==> config.mk <==
export PLATFORM = sky130hd
export DESIGN_NAME = tssc_div_stage
export DESIGN_NICKNAME = d
export VERILOG_FILES = /design/src/rtl/tssc_pkg.sv /design/src/rtl/tssc_div_stage.sv
export SDC_FILE = /design/constraint.sdc
export NUM_CORES = 1
export LEC_CHECK = 0
export BUFFER_PORTS_ARGS = -buffer_cell sky130_fd_sc_hd__buf_2
export CAP_MARGIN = 10
export CORE_AREA = 2 2 103 105
export DETAILED_ROUTE_END_ITERATION = 12
export DIE_AREA = 0 0 105 107
export HOLD_SLACK_MARGIN = 0.03
export PLACE_DENSITY_LB_ADDON = 0.2
export RECOVER_POWER = 50
export SLEW_MARGIN = 5
export SYNTH_ARGS = -nofsm -noshare
export SYNTH_HDL_FRONTEND = slang
export SYNTH_SLANG_ARGS = --single-unit
==> constraint.sdc <==
create_clock -name clk -period 10.7 [get_ports clk]
set_input_delay 3.21 -clock clk [delete_from_list [all_inputs] [get_ports clk]]
set_output_delay 3.21 -clock clk [all_outputs]
set_load 0.005 [all_outputs]
==> src/rtl/tssc_pkg.sv <==
// ============================================================================
// tssc_pkg - shared types and constants for the threshold color select unit
// Holds the pipeline stage map, register indexes and the word layouts.
// ============================================================================
package tssc_pkg;

  // configuration register indexes
  localparam int CFG_IDX_W     = 2;
  localparam logic [CFG_IDX_W-1:0] REG_THRESHOLD = 2'd0;
  localparam logic [CFG_IDX_W-1:0] REG_FALLOFF   = 2'd1;

  // divider layout: 17 quotient bits, three restoring steps per stage
  localparam int QUO_W      = 17;
  localparam int DIV_STEP   = 3;
  localparam int DIV_STAGES = (QUO_W + DIV_STEP - 1) / DIV_STEP;

  // pipeline stage map
  localparam int ST_FRONT   = 0;
  localparam int ST_DIV0    = 1;
  localparam int ST_F1      = ST_DIV0 + DIV_STAGES;
  localparam int ST_F2      = ST_F1 + 1;
  localparam int ST_F3      = ST_F2 + 1;
  localparam int ST_F4      = ST_F3 + 1;
  localparam int ST_MUL     = ST_F4 + 1;
  localparam int ST_OUT     = ST_MUL + 1;
  localparam int NUM_STAGES = ST_OUT + 1;

  // fixed point constants
  localparam logic [16:0] ONE_Q16  = 17'h10000;
  localparam logic [15:0] HALF_Q16 = 16'h8000;

  // four channels, index 0 red, 1 green, 2 blue, 3 alpha
  typedef logic [3:0][15:0] color_t;

  // per word sideband that rides along every stage before the output register
  typedef struct packed {
    color_t     lo;
    color_t     hi;
    color_t     diff;
    logic [3:0] hi_ge;
    logic       blend;
    logic       pick_high;
  } side_t;

  // restoring divider state
  typedef struct packed {
    logic [15:0]      rem;
    logic [QUO_W-1:0] nlow;
    logic [15:0]      den;
    logic [QUO_W-1:0] quo;
  } div_t;

endpackage

==> src/rtl/tssc_div_stage.sv <==
// ============================================================================
// tssc_div_stage - one registered stage of the restoring divider
// Resolves NUM_BITS quotient bits from FIRST_BIT downward.
// ============================================================================
module tssc_div_stage #(
  parameter int FIRST_BIT = 16,
  parameter int NUM_BITS  = 3
) (
  input  logic            clk,
  input  logic            load,
  input  tssc_pkg::div_t  div_in,
  output tssc_pkg::div_t  div_out
);
  import tssc_pkg::*;

  div_t        div_r;
  div_t        div_nxt;
  logic [16:0] part;

  always_comb begin
    div_nxt = div_in;
    part    = '0;
    for (int j = 0; j < NUM_BITS; j++) begin
      part = {div_nxt.rem, div_nxt.nlow[FIRST_BIT-j]};
      if (part >= {1'b0, div_nxt.den}) begin
        part = part - {1'b0, div_nxt.den};
        div_nxt.quo[FIRST_BIT-j] = 1'b1;
      end
      div_nxt.rem = part[15:0];
    end
  end

  // payload only, no reset
  always_ff @(posedge clk) begin
    if (load) begin
      div_r <= div_nxt;
    end
  end

  assign div_out = div_r;

endmodule

=== Word level (Yosys, flattened, before mapping) ===
Index checks and enable logic that the tools add are counted.

* Word-level logic and storage cells: 16
* Bits of input ports: 68
* Flip-flop bits (word level): 66
* Output and inout port bits: 66

* Multiplexer cells: 3
* $add $sub $neg: 3
* Magnitude comparators: 3

{| class="wikitable"
|+ Operators by type and width
! kind !! number
|-
| 17-bit by 16-bit greater-or-equal comparator with 1-bit output || 3
|-
| 16-bit 2-to-1 mux || 3
|-
| 16-bit subtractor || 3
|}

=== Longest topological paths before layout ===
Gate-level depths: netlist of the first run.

* Depth after elaboration: 6
* Depth in mapped cells: 32
* Mapped depth without buffers: 29

=== Least setup slack after synthesis of the first run ===
OpenSTA, ideal clock, no wires.

* Path type: input to register
* Start point: input div_in[19] in the netlist's numbering
* End point: register div_r, in the netlist div_out[64], data pin
* Setup slack: 444 ps
* Arrival: 9,994 ps
* Stages on the path: 30
* Required time: 10,438 ps
* Cells stage by stage: inv_1 ha_1 o21ai_0 a21oi_1 o31ai_1 a31oi_2 nor3_1 clkbuf_1 nor2_1 a21oi_1 inv_1 ha_1 nor2b_1 o31a_1 o31a_1 o31a_1 a41oi_1 nand2_1 buf_2 mux2i_1 fa_1 a21o_1 a21oi_1 o21ai_0 a31oi_1 nor2_1 a2111oi_0 a21oi_1 xor2_1 mux2_1

{| class="wikitable"
|+ RTL lines
! what !! line !! RTL
|-
| from (decl) || tssc_div_stage.sv:11 || <nowiki>input tssc_pkg::div_t div_in,</nowiki>
|-
| to (signal assigned) || tssc_div_stage.sv:36 || <nowiki>div_r <= div_nxt;</nowiki>
|-
| to (decl) || tssc_div_stage.sv:16 || <nowiki>div_t div_r;</nowiki>
|}

==> results of run 1 <==
[critical path, delay by kind of cell]
kind	cells	cell delay (ns)
compound gates	11	2.23
buf+inv	4	0.90
fa+ha+maj	3	1.05
simple gates	9	1.54
mux	3	1.18
[power by group through the flow]
stage / clock network [mW] / logic (mW) / registers [mW]
after floorplan: 0 / 0.443 / 0.381
after global placement: 0 / 0.611 / 0.373
after detailed placement: 0 / 0.617 / 0.373
after CTS: 0.209 / 0.623 / 0.368
after global routing: 0.219 / 0.693 / 0.372
final: 0.202 / 0.624 / 0.368
[logic make-up after synthesis]
kind of cell | after synthesis | share of synthesized area, %
mux | 35 | 8.21
simple gates | 103 | 10.4
flops | 66 | 41.7
buf+inv | 37 | 3.11
compound gates | 118 | 16.1
fa+ha+maj | 51 | 13.9
xor+xnor | 36 | 6.64
[routing by layer]
metal	global-route usage, %	share of wire, %	vias to the layer above
met2	32.9	46	139
met3	3.40	5.6	16
met5	0	0	-
met1	26.5	47	1828
met4	8.00	1.8	0
li1	-	-	1948
[cells in the mapped netlist (4+ instances only)]
| cell | count | area (um2) |
|---|---|---|
| o31a_1 | 4 | 35.0 |
| nor2b_1 | 7 | 43.8 |
| clkbuf_1 | 4 | 15.0 |
| xnor2_1 | 26 | 228 |
| edfxtp_1 | 66 | 1980 |
| inv_1 | 31 | 116 |
| nand3_1 | 7 | 35.0 |
| nand2b_1 | 8 | 50.1 |
| o21a_1 | 5 | 37.5 |
| a211oi_1 | 4 | 30.0 |
| mux2_1 | 8 | 90.1 |
| nor2_1 | 26 | 97.6 |
| o21ai_0 | 28 | 140 |
| a21oi_1 | 35 | 175 |
| nand4_1 | 6 | 37.5 |
| o21bai_1 | 6 | 45.0 |
| a21o_1 | 11 | 82.6 |
| a31oi_1 | 6 | 37.5 |
| o31ai_1 | 4 | 30.0 |
| nor3_1 | 7 | 35.0 |
| ha_1 | 48 | 601 |
| xor2_1 | 10 | 87.6 |
| mux2_2 | 24 | 270 |
| nand2_1 | 30 | 113 |
[worst max path at each step]
stage / start / endpoint / slack (ns) / depth (start not counted)
floorplan: div_in[19] / div_out[64]$_DFFE_PP_ / 0.44 / 30
global placement: div_in[18] / div_out[64]$_DFFE_PP_ / 0.46 / 30
detailed placement: div_in[18] / div_out[51]$_DFFE_PP_ / 0.42 / 30
CTS: div_in[18] / div_out[51]$_DFFE_PP_ / 0.72 / 30
global route: div_in[18] / div_out[51]$_DFFE_PP_ / 0.09 / 30
finish: div_in[18] / div_out[53]$_DFFE_PP_ / 0.65 / 30
[final cells by class]
cell class / count / area share [%]
Clock buffer: 9 / 2.14
Clock inverter: 7 / 1.19
Inverter: 31 / 2.01
Multi-Input combinational cell: 343 / 45.4
Sequential cell: 66 / 34.2
Tap cell: 136 / 2.94
Timing Repair Buffer: 140 / 12.1
==> key figures, run 1 <==
Outcome
  – Result of the run: complete, but fails checks
  – Violated checks: capacitance limit, slew limit

Critical path
  – Data arrival time of the critical path: 10.14 ns
  – Slowest cell delay on critical path: 0.41 ns
  – Largest driver fanout on the critical path: 23
  – Required time of the critical path: 10.80 ns
  – Crit-path slowest cell: mux2i_1
  – Category of the worst setup path capture point: flip-flop
  – Most repeated library cell on the critical path: ha_1
  – Crit path kind: in2reg
  – Startpoint Class: input port

CTS
  – Clock Sink Count: 66
  – Post-CTS Setup Inserts: 0
  – CTS max path bufs: 2
  – TritonCTS clock tree: done
  – Root cell of the clock tree: clkbuf_8
  – Post-cts repair resize count: 0
  – # hold bufs at CTS: 0
  – CTS HTree Levels: 3
  – Clock transition at the registers of the reported paths: 0.07 ns
  – Number of CTS-inserted buffers: 9

Final layout
  – Largest register FFs: 66
  – Commonest cells after routing, fill and taps aside: buf_2, edfxtp_1, ha_1
  – Antenna diodes: 0
  – Most common cell after layout, fill and taps aside: buf_2
  – Layout fillers: 907
  – Final core utilization: 57.4%
  – Fraction of layout cells with a size suffix above 1: 29.7%
  – Layout area overhead: 21.9%
  – Non-filler cells, final: 732
  – Multi-input logic area: 0.00263 mm2
  – Sequential cell area: 0.00198 mm2
  – Post-route design area: 0.00579 mm2
  – Nets@finish: 710

STA
  – Fmax: 99.5 MHz
  – Number of endpoints failing setup at the final stage: 0
  – Final worst slack: 0.653 ns
  – Accumulated negative setup slack: 0 ns
  – Post-layout min period: 10.05 ns
  – Slew Limit Headroom: -126%
  – Crit share post-route: 93.9%
  – Hold Vio Cnt, Final: 0
  – Worst hold slack across all endpoints: 3.04 ns
  – Final Max Slew Viols: 67
  – Slew @ Worst Pin: 3.38 ns
  – RSZ-0062 raised after global routing: false

Power
  – Net Sw Frac: 35.6%
  – Flop pwr share: 30.8%
  – Part of the total power dissipated in combinational logic: 52.2%
  – Maximum vdd ir drop: 0.0708 mV
  – Cell Int Power: 0.770 mW
  – Switching power total: 0.425 mW
  – Static Leak: 2.52 nW
  – Power Density: 206 mW/mm2
  – Part of the total power dissipated in the clock network: 16.9%
  – Design Power: 1.19 mW

Floorplan
  – Placeable core region: 0.0101 mm2
  – Horizontal extent of the die: 105 um
  – Die Span Y: 107 um
  – Placement row count: 37
  – Initial cell density of the core: 47.1%
  – Top Ports: 134
  – Die Area: 0.0112 mm2

Route
  – First DRT Iteration DRCs: 179
  – Antenna viol nets, final: 0
  – Per-cell via count in the routed design: 5.37
  – Detailed-routing iteration count for the pre-antenna-repair pass: 4
  – Average wire per standard cell: 15.5 um
  – Post-route DRC: 0
  – Vias after detailed routing: 3931
  – WL final: 11300 um

Place
  – # port buffers: 133
  – Placer's final routability congestion estimate: 0.889
  – Pre-CTS worst setup slack: 0.420 ns
  – Area after DPL: 0.00561 mm2
  – Placed Cells incl. Taps: 716
  – Half-perimeter wire length of the detailed placement result: 9160 um

Global routing
  – Vias in the first global route: 3828
  – First-pass GRT wire length: 17800 um
  – Global-route total usage across every layer: 20.1%
  – GR Overflow Total: 0
  – Pin count of the biggest net entering global routing: 67
  – Initial antenna violation count: 0

Synthesis
  – Synthesized area: 0.00475 mm2
  – Async set-or-reset flop fraction in the synthesized netlist: 0%
  – Predominant post-synthesis flop cell: edfxtp_1
  – Register bit count reported by yosys: 66
  – Number of warnings issued by yosys: 0
  – Cells after Synth: 446
  – Distinct cell type count after synthesis: 48
  – Sequential area share after synthesis: 41.7%
  – Number of synthesized flops with an enable pin: 66
  – Post-synthesis area per instance: 10.7 um2
  – Net count after synthesis: 565

Min path
  – Hold Path Depth: 1
  – Worst Hold Path EP: div_out[1]$_DFFE_PP_
  – Hold Crit Start: div_in[1]
  – Hold WC Path Type: in2reg

Job
  – MaxCap Viol Count: 1
No activity file was read; power rests on OpenSTA's default activity.
==> run 2, diff against run 1 <==
--- a/config.mk
+++ b/config.mk
@@ -11,7 +11,7 @@
 export DETAILED_ROUTE_END_ITERATION = 12
 export DIE_AREA = 0 0 105 107
 export HOLD_SLACK_MARGIN = 0.03
-export PLACE_DENSITY_LB_ADDON = 0.2
+export PLACE_DENSITY = 0.85
 export RECOVER_POWER = 50
 export SLEW_MARGIN = 5
 export SYNTH_ARGS = -nofsm -noshare
==> run 2 against run 1 <==
  * Routed wire length increased by 7.5%
  * Core utilization up 0.062 points
  * Non-clock buffer count decreased by 2
  * Critical path type unchanged
  * Flip-flop and latch count is the same
  * Critical path depth fell by 2
  * Highest routed layer unchanged
  * Sequential share of layout area is essentially flat
  * Largest cell class unchanged
  * Critical endpoint is now div_out[64]$_DFFE_PP_
  * Hold slack improved by 0.0050 ns
  * The run still ends with capacitance limit, slew limit left
  * Final area grew 0.11%
  * Global-route usage is 1.5 points higher
  * Cell count down 0.27%
  * First-iteration DRC count grew 45%
  * Die area unchanged
==> key figures, run 2 (synthesized netlist as in run 1, its figures left out) <==
Floorplan
  – Horizontal extent of the die: 105 um
  – Placeable core region: 0.0101 mm2
  – Die Span Y: 107 um
  – Initial cell density of the core: 47.1%
  – Die Area: 0.0112 mm2
  – Top Ports: 134
  – Placement row count: 37

Final layout
  – Most common cell after layout, fill and taps aside: buf_2
  – Layout area overhead: 22.0%
  – Nets@finish: 708
  – Commonest cells after routing, fill and taps aside: buf_2, edfxtp_1, ha_1
  – Fraction of layout cells with a size suffix above 1: 30.0%
  – Non-filler cells, final: 730
  – Antenna diodes: 0
  – Largest register FFs: 66

Route
  – Average wire per standard cell: 16.7 um
  – Detailed-routing iteration count for the pre-antenna-repair pass: 4
  – WL final: 12200 um
  – Per-cell via count in the routed design: 5.56
  – Vias after detailed routing: 4056
  – Post-route DRC: 0
  – Antenna viol nets, final: 0
  – First DRT Iteration DRCs: 259

Place
  – # port buffers: 133
  – Placer's final routability congestion estimate: 0.909
  – Half-perimeter wire length of the detailed placement result: 9880 um
  – Placed Cells incl. Taps: 714

Critical path
  – Combined buffer and inverter count along the critical path: 4
  – Data arrival time of the critical path: 10.24 ns
  – Crit path kind: in2reg
  – Worst setup path start: div_in[25]
  – Crit-path slowest cell: fa_1
  – Startpoint Class: input port
  – Largest driver fanout on the critical path: 23
  – Cell family contributing the most delay on the critical path: compound AO/OA/AOI/OAI gates
  – Category of the worst setup path capture point: flip-flop
  – Slowest cell delay on critical path: 0.47 ns
  – Required time of the critical path: 10.79 ns

STA
  – RSZ-0062 raised after global routing: false
  – Final Max Slew Viols: 67
  – Post-layout min period: 10.15 ns
  – Crit share post-route: 94.8%
  – Fmax: 98.5 MHz
  – Slew Limit Headroom: -129%
  – Hold Vio Cnt, Final: 0
  – Worst hold slack across all endpoints: 3.04 ns
  – Slew @ Worst Pin: 3.43 ns
  – Accumulated negative setup slack: 0 ns
  – Number of endpoints failing setup at the final stage: 0

CTS
  – CTS max path bufs: 2
  – Clock Sink Count: 66
  – CTS HTree Levels: 3
  – TritonCTS clock tree: done
  – Clock transition at the registers of the reported paths: 0.07 ns
  – Post-CTS Setup Inserts: 0
  – Root cell of the clock tree: clkbuf_8
  – Number of CTS-inserted buffers: 9
  – Post-cts repair resize count: 0
  – # hold bufs at CTS: 0

Global routing
  – Vias in the first global route: 4007
  – First-pass GRT wire length: 19000 um
  – Global-route total usage across every layer: 21.5%
  – Initial antenna violation count: 0
  – Pin count of the biggest net entering global routing: 67
  – GR Overflow Total: 0

Power
  – Static Leak: 2.52 nW
  – Power Density: 208 mW/mm2
  – Maximum vdd ir drop: 0.105 mV

Outcome
  – Result of the run: complete, but fails checks
  – Violated checks: capacitance limit, slew limit

Min path
  – Hold Crit Start: div_in[42]
  – Hold WC Path Type: in2reg

Job
  – MaxCap Viol Count: 1
-- run 2: worst paths after layout --
check | to | slack [ns] | cells past startpoint
max | div_out[64]$_DFFE_PP_ | 0.55 | 28
min | div_out[42]$_DFFE_PP_ | 3.04 | 1
-- run 2: layout make-up --
cell class              instances  area, um2
clock buffers                  10        128
inverters                      31        116
repair buffers                138        703
multi-input cells             343       2640
flip-flops and latches         66       1980
clock inverters                 6       57.6
fillers                       892       4300
well taps                     136        170
-- run 2: where the power goes --
part	switching, mW	internal (mW)	total (mW)
sequential	0.0126	0.359	0.371
combinational	0.332	0.308	0.640
clock	0.0909	0.106	0.196
-- run 2: stage by stage --
stage	power, mW	util [%]	setup slack, ns	instance area [um2]
2_1_floorplan	0.825	-	0.444	4750
3_3_place_gp	0.977	55.6	0.429	5610
3_5_place_dp	1.01	55.6	0.0198	5610
4_1_cts	1.21	57.4	0.383	5800
5_1_grt	1.29	57.4	0.0279	5800
6_report	1.21	57.4	0.553	5800
-- run 2: metal layers --
| layer | part of all wire, % | vias to the layer above | global-route usage [%] |
|---|---|---|---|
| met4 | 2.4 | 0 | 8.29 |
| li1 | - | 1952 | - |
| met3 | 7.6 | 21 | 5.41 |
| met5 | 0 | - | 0 |
| met2 | 50 | 173 | 38.4 |
| met1 | 40 | 1910 | 24.9 |
==> run 3, diff against run 2 <==
--- a/config.mk
+++ b/config.mk
@@ -5,7 +5,7 @@
 export SDC_FILE = /design/constraint.sdc
 export NUM_CORES = 1
 export LEC_CHECK = 0
-export BUFFER_PORTS_ARGS = -buffer_cell sky130_fd_sc_hd__buf_2
+export BUFFER_PORTS_ARGS = -buffer_cell sky130_fd_sc_hd__clkbuf_2
 export CAP_MARGIN = 10
 export CORE_AREA = 2 2 103 105
 export DETAILED_ROUTE_END_ITERATION = 12
==> run 3 against run 2 <==
  * The run still ends with capacitance limit, slew limit left
  * Routed wire length is 0.62% higher
  * Global-route usage grew 0.33 points
  * Power increased by 1.1%
  * Sequential share of layout area is essentially flat
  * Non-clock buffer count up 2
  * Via count grew 1.1%
  * Clock-buffer cell count fell by 1
  * Fmax is 1.3% higher
  * Final area is essentially flat
  * Setup slack improved by 0.13 ns
  * Largest cell class unchanged
  * Highest routed layer unchanged
==> key figures, run 3 (synthesized netlist as in run 1, its figures left out) <==
Outcome
  – Result of the run: complete, but fails checks
  – Violated checks: capacitance limit, slew limit

CTS
  – Post-CTS Setup Inserts: 0
  – Root cell of the clock tree: clkbuf_8
  – Clock Sink Count: 66
  – # hold bufs at CTS: 0
  – CTS max path bufs: 2
  – Number of CTS-inserted buffers: 9
  – Clock transition at the registers of the reported paths: 0.07 ns
  – CTS HTree Levels: 3
  – TritonCTS clock tree: done
  – Post-cts repair resize count: 0

Final layout
  – Commonest cells after routing, fill and taps aside: clkbuf_2, edfxtp_1, ha_1
  – Final core utilization: 57.4%
  – Multi-input logic area: 0.00263 mm2
  – Antenna diodes: 0
  – Layout fillers: 862
  – Sequential cell area: 0.00198 mm2
  – Largest register FFs: 66
  – Most common cell after layout, fill and taps aside: clkbuf_2
  – Nets@finish: 710
  – Layout area overhead: 21.9%
  – Fraction of layout cells with a size suffix above 1: 28.4%

Min path
  – Hold Path Depth: 1
  – Hold Crit Start: div_in[42]
  – Hold WC Path Type: in2reg
  – Worst Hold Path EP: div_out[42]$_DFFE_PP_

Global routing
  – Initial antenna violation count: 0
  – Pin count of the biggest net entering global routing: 67
  – First-pass GRT wire length: 19400 um
  – Global-route total usage across every layer: 21.9%
  – Vias in the first global route: 4173
  – GR Overflow Total: 0

Place
  – Half-perimeter wire length of the detailed placement result: 9860 um
  – # port buffers: 133
  – Placer's final routability congestion estimate: 0.876

Route
  – Post-route DRC: 0
  – Detailed-routing iteration count for the pre-antenna-repair pass: 5
  – Vias after detailed routing: 4099
  – Per-cell via count in the routed design: 5.60
  – Antenna viol nets, final: 0
  – Average wire per standard cell: 16.7 um
  – WL final: 12200 um
  – First DRT Iteration DRCs: 207

Power
  – Static Leak: 2.52 nW
  – Part of the total power dissipated in the clock network: 16.8%
  – Power Density: 211 mW/mm2
  – Part of the total power dissipated in combinational logic: 52.7%
  – Cell Int Power: 0.776 mW
  – Maximum vdd ir drop: 0.0963 mV
  – Flop pwr share: 30.5%
  – Switching power total: 0.445 mW
  – Net Sw Frac: 36.5%

Floorplan
  – Die Span Y: 107 um
  – Placeable core region: 0.0101 mm2
  – Top Ports: 134
  – Placement row count: 37
  – Horizontal extent of the die: 105 um
  – Initial cell density of the core: 47.1%
  – Die Area: 0.0112 mm2

STA
  – Slew @ Worst Pin: 3.47 ns
  – Crit share post-route: 93.6%
  – Accumulated negative setup slack: 0 ns
  – Number of endpoints failing setup at the final stage: 0
  – Hold Vio Cnt, Final: 0
  – Slew Limit Headroom: -131%
  – Final Max Slew Viols: 67
  – Fmax: 99.8 MHz
  – Post-layout min period: 10.02 ns
  – RSZ-0062 raised after global routing: false

Critical path
  – Combined buffer and inverter count along the critical path: 4
  – Crit path kind: in2reg
  – Cell count along the critical path: 28
  – Largest driver fanout on the critical path: 23
  – Startpoint Class: input port
  – Slowest cell delay on critical path: 0.40 ns
  – Category of the worst setup path capture point: flip-flop
  – Data arrival time of the critical path: 10.11 ns
  – Crit-path slowest cell: ha_1
  – Cell family contributing the most delay on the critical path: compound AO/OA/AOI/OAI gates
  – Required time of the critical path: 10.79 ns

Job
  – MaxCap Viol Count: 1
-- run 3: changes by cell type in the layout (fill, tap and decap cells not counted), moves of 2 or more --
cell / before / now
buf_4: 3 / 5
clkbuf_1: 9 / 19
clkbuf_2: 0 / 114
buf_2: 126 / 1
-- run 3: metal layers --
layer  track usage (%)  routed length, um  up-vias
met4              10.1                420        0
met3              5.29                796       32
met2              38.3               5920      185
met5                 0                  0        -
li1                  -                  -     1953
met1              25.3               5090     1929
-- run 3: per-stage QoR --
step	setup WS (ns)	power, mW	hold WS [ns]	cells	instance area, um2
global placement	0.688	0.982	3.39	716	5630
CTS	0.790	1.22	3.02	732	5820
finish	0.685	1.22	3.03	732	5790
detailed placement	0.471	1.01	3.39	716	5630
floorplan	0.444	0.825	3.31	446	4750
global route	0.0969	1.30	3.03	732	5790
-- run 3: final cells by class --
class | instances | area share (%)
clock buffers | 9 | 2.14
multi-input cells | 343 | 45.4
clock inverters | 7 | 1.19
flip-flops and latches | 66 | 34.2
well taps | 136 | 2.94
inverters | 31 | 2.01
repair buffers | 140 | 12.2
-- run 3: how the worst max path moves through the flow --
stage                    start                     to  slack, ns
floorplan           div_in[19]  div_out[64]$_DFFE_PP_       0.44
global placement    div_in[18]  div_out[64]$_DFFE_PP_       0.69
detailed placement  div_in[18]  div_out[61]$_DFFE_PP_       0.47
CTS                 div_in[18]  div_out[63]$_DFFE_PP_       0.79
global route        div_in[18]  div_out[63]$_DFFE_PP_        0.1
finish              div_in[27]  div_out[63]$_DFFE_PP_       0.68
-- run 3: power groups by stage --
stage / logic [mW] / clock network (mW) / registers (mW)
6_report: 0.644 / 0.205 / 0.373
2_1_floorplan: 0.443 / 0 / 0.381
3_3_place_gp: 0.605 / 0 / 0.377
5_1_grt: 0.704 / 0.220 / 0.377
4_1_cts: 0.638 / 0.208 / 0.373
3_5_place_dp: 0.630 / 0 / 0.378
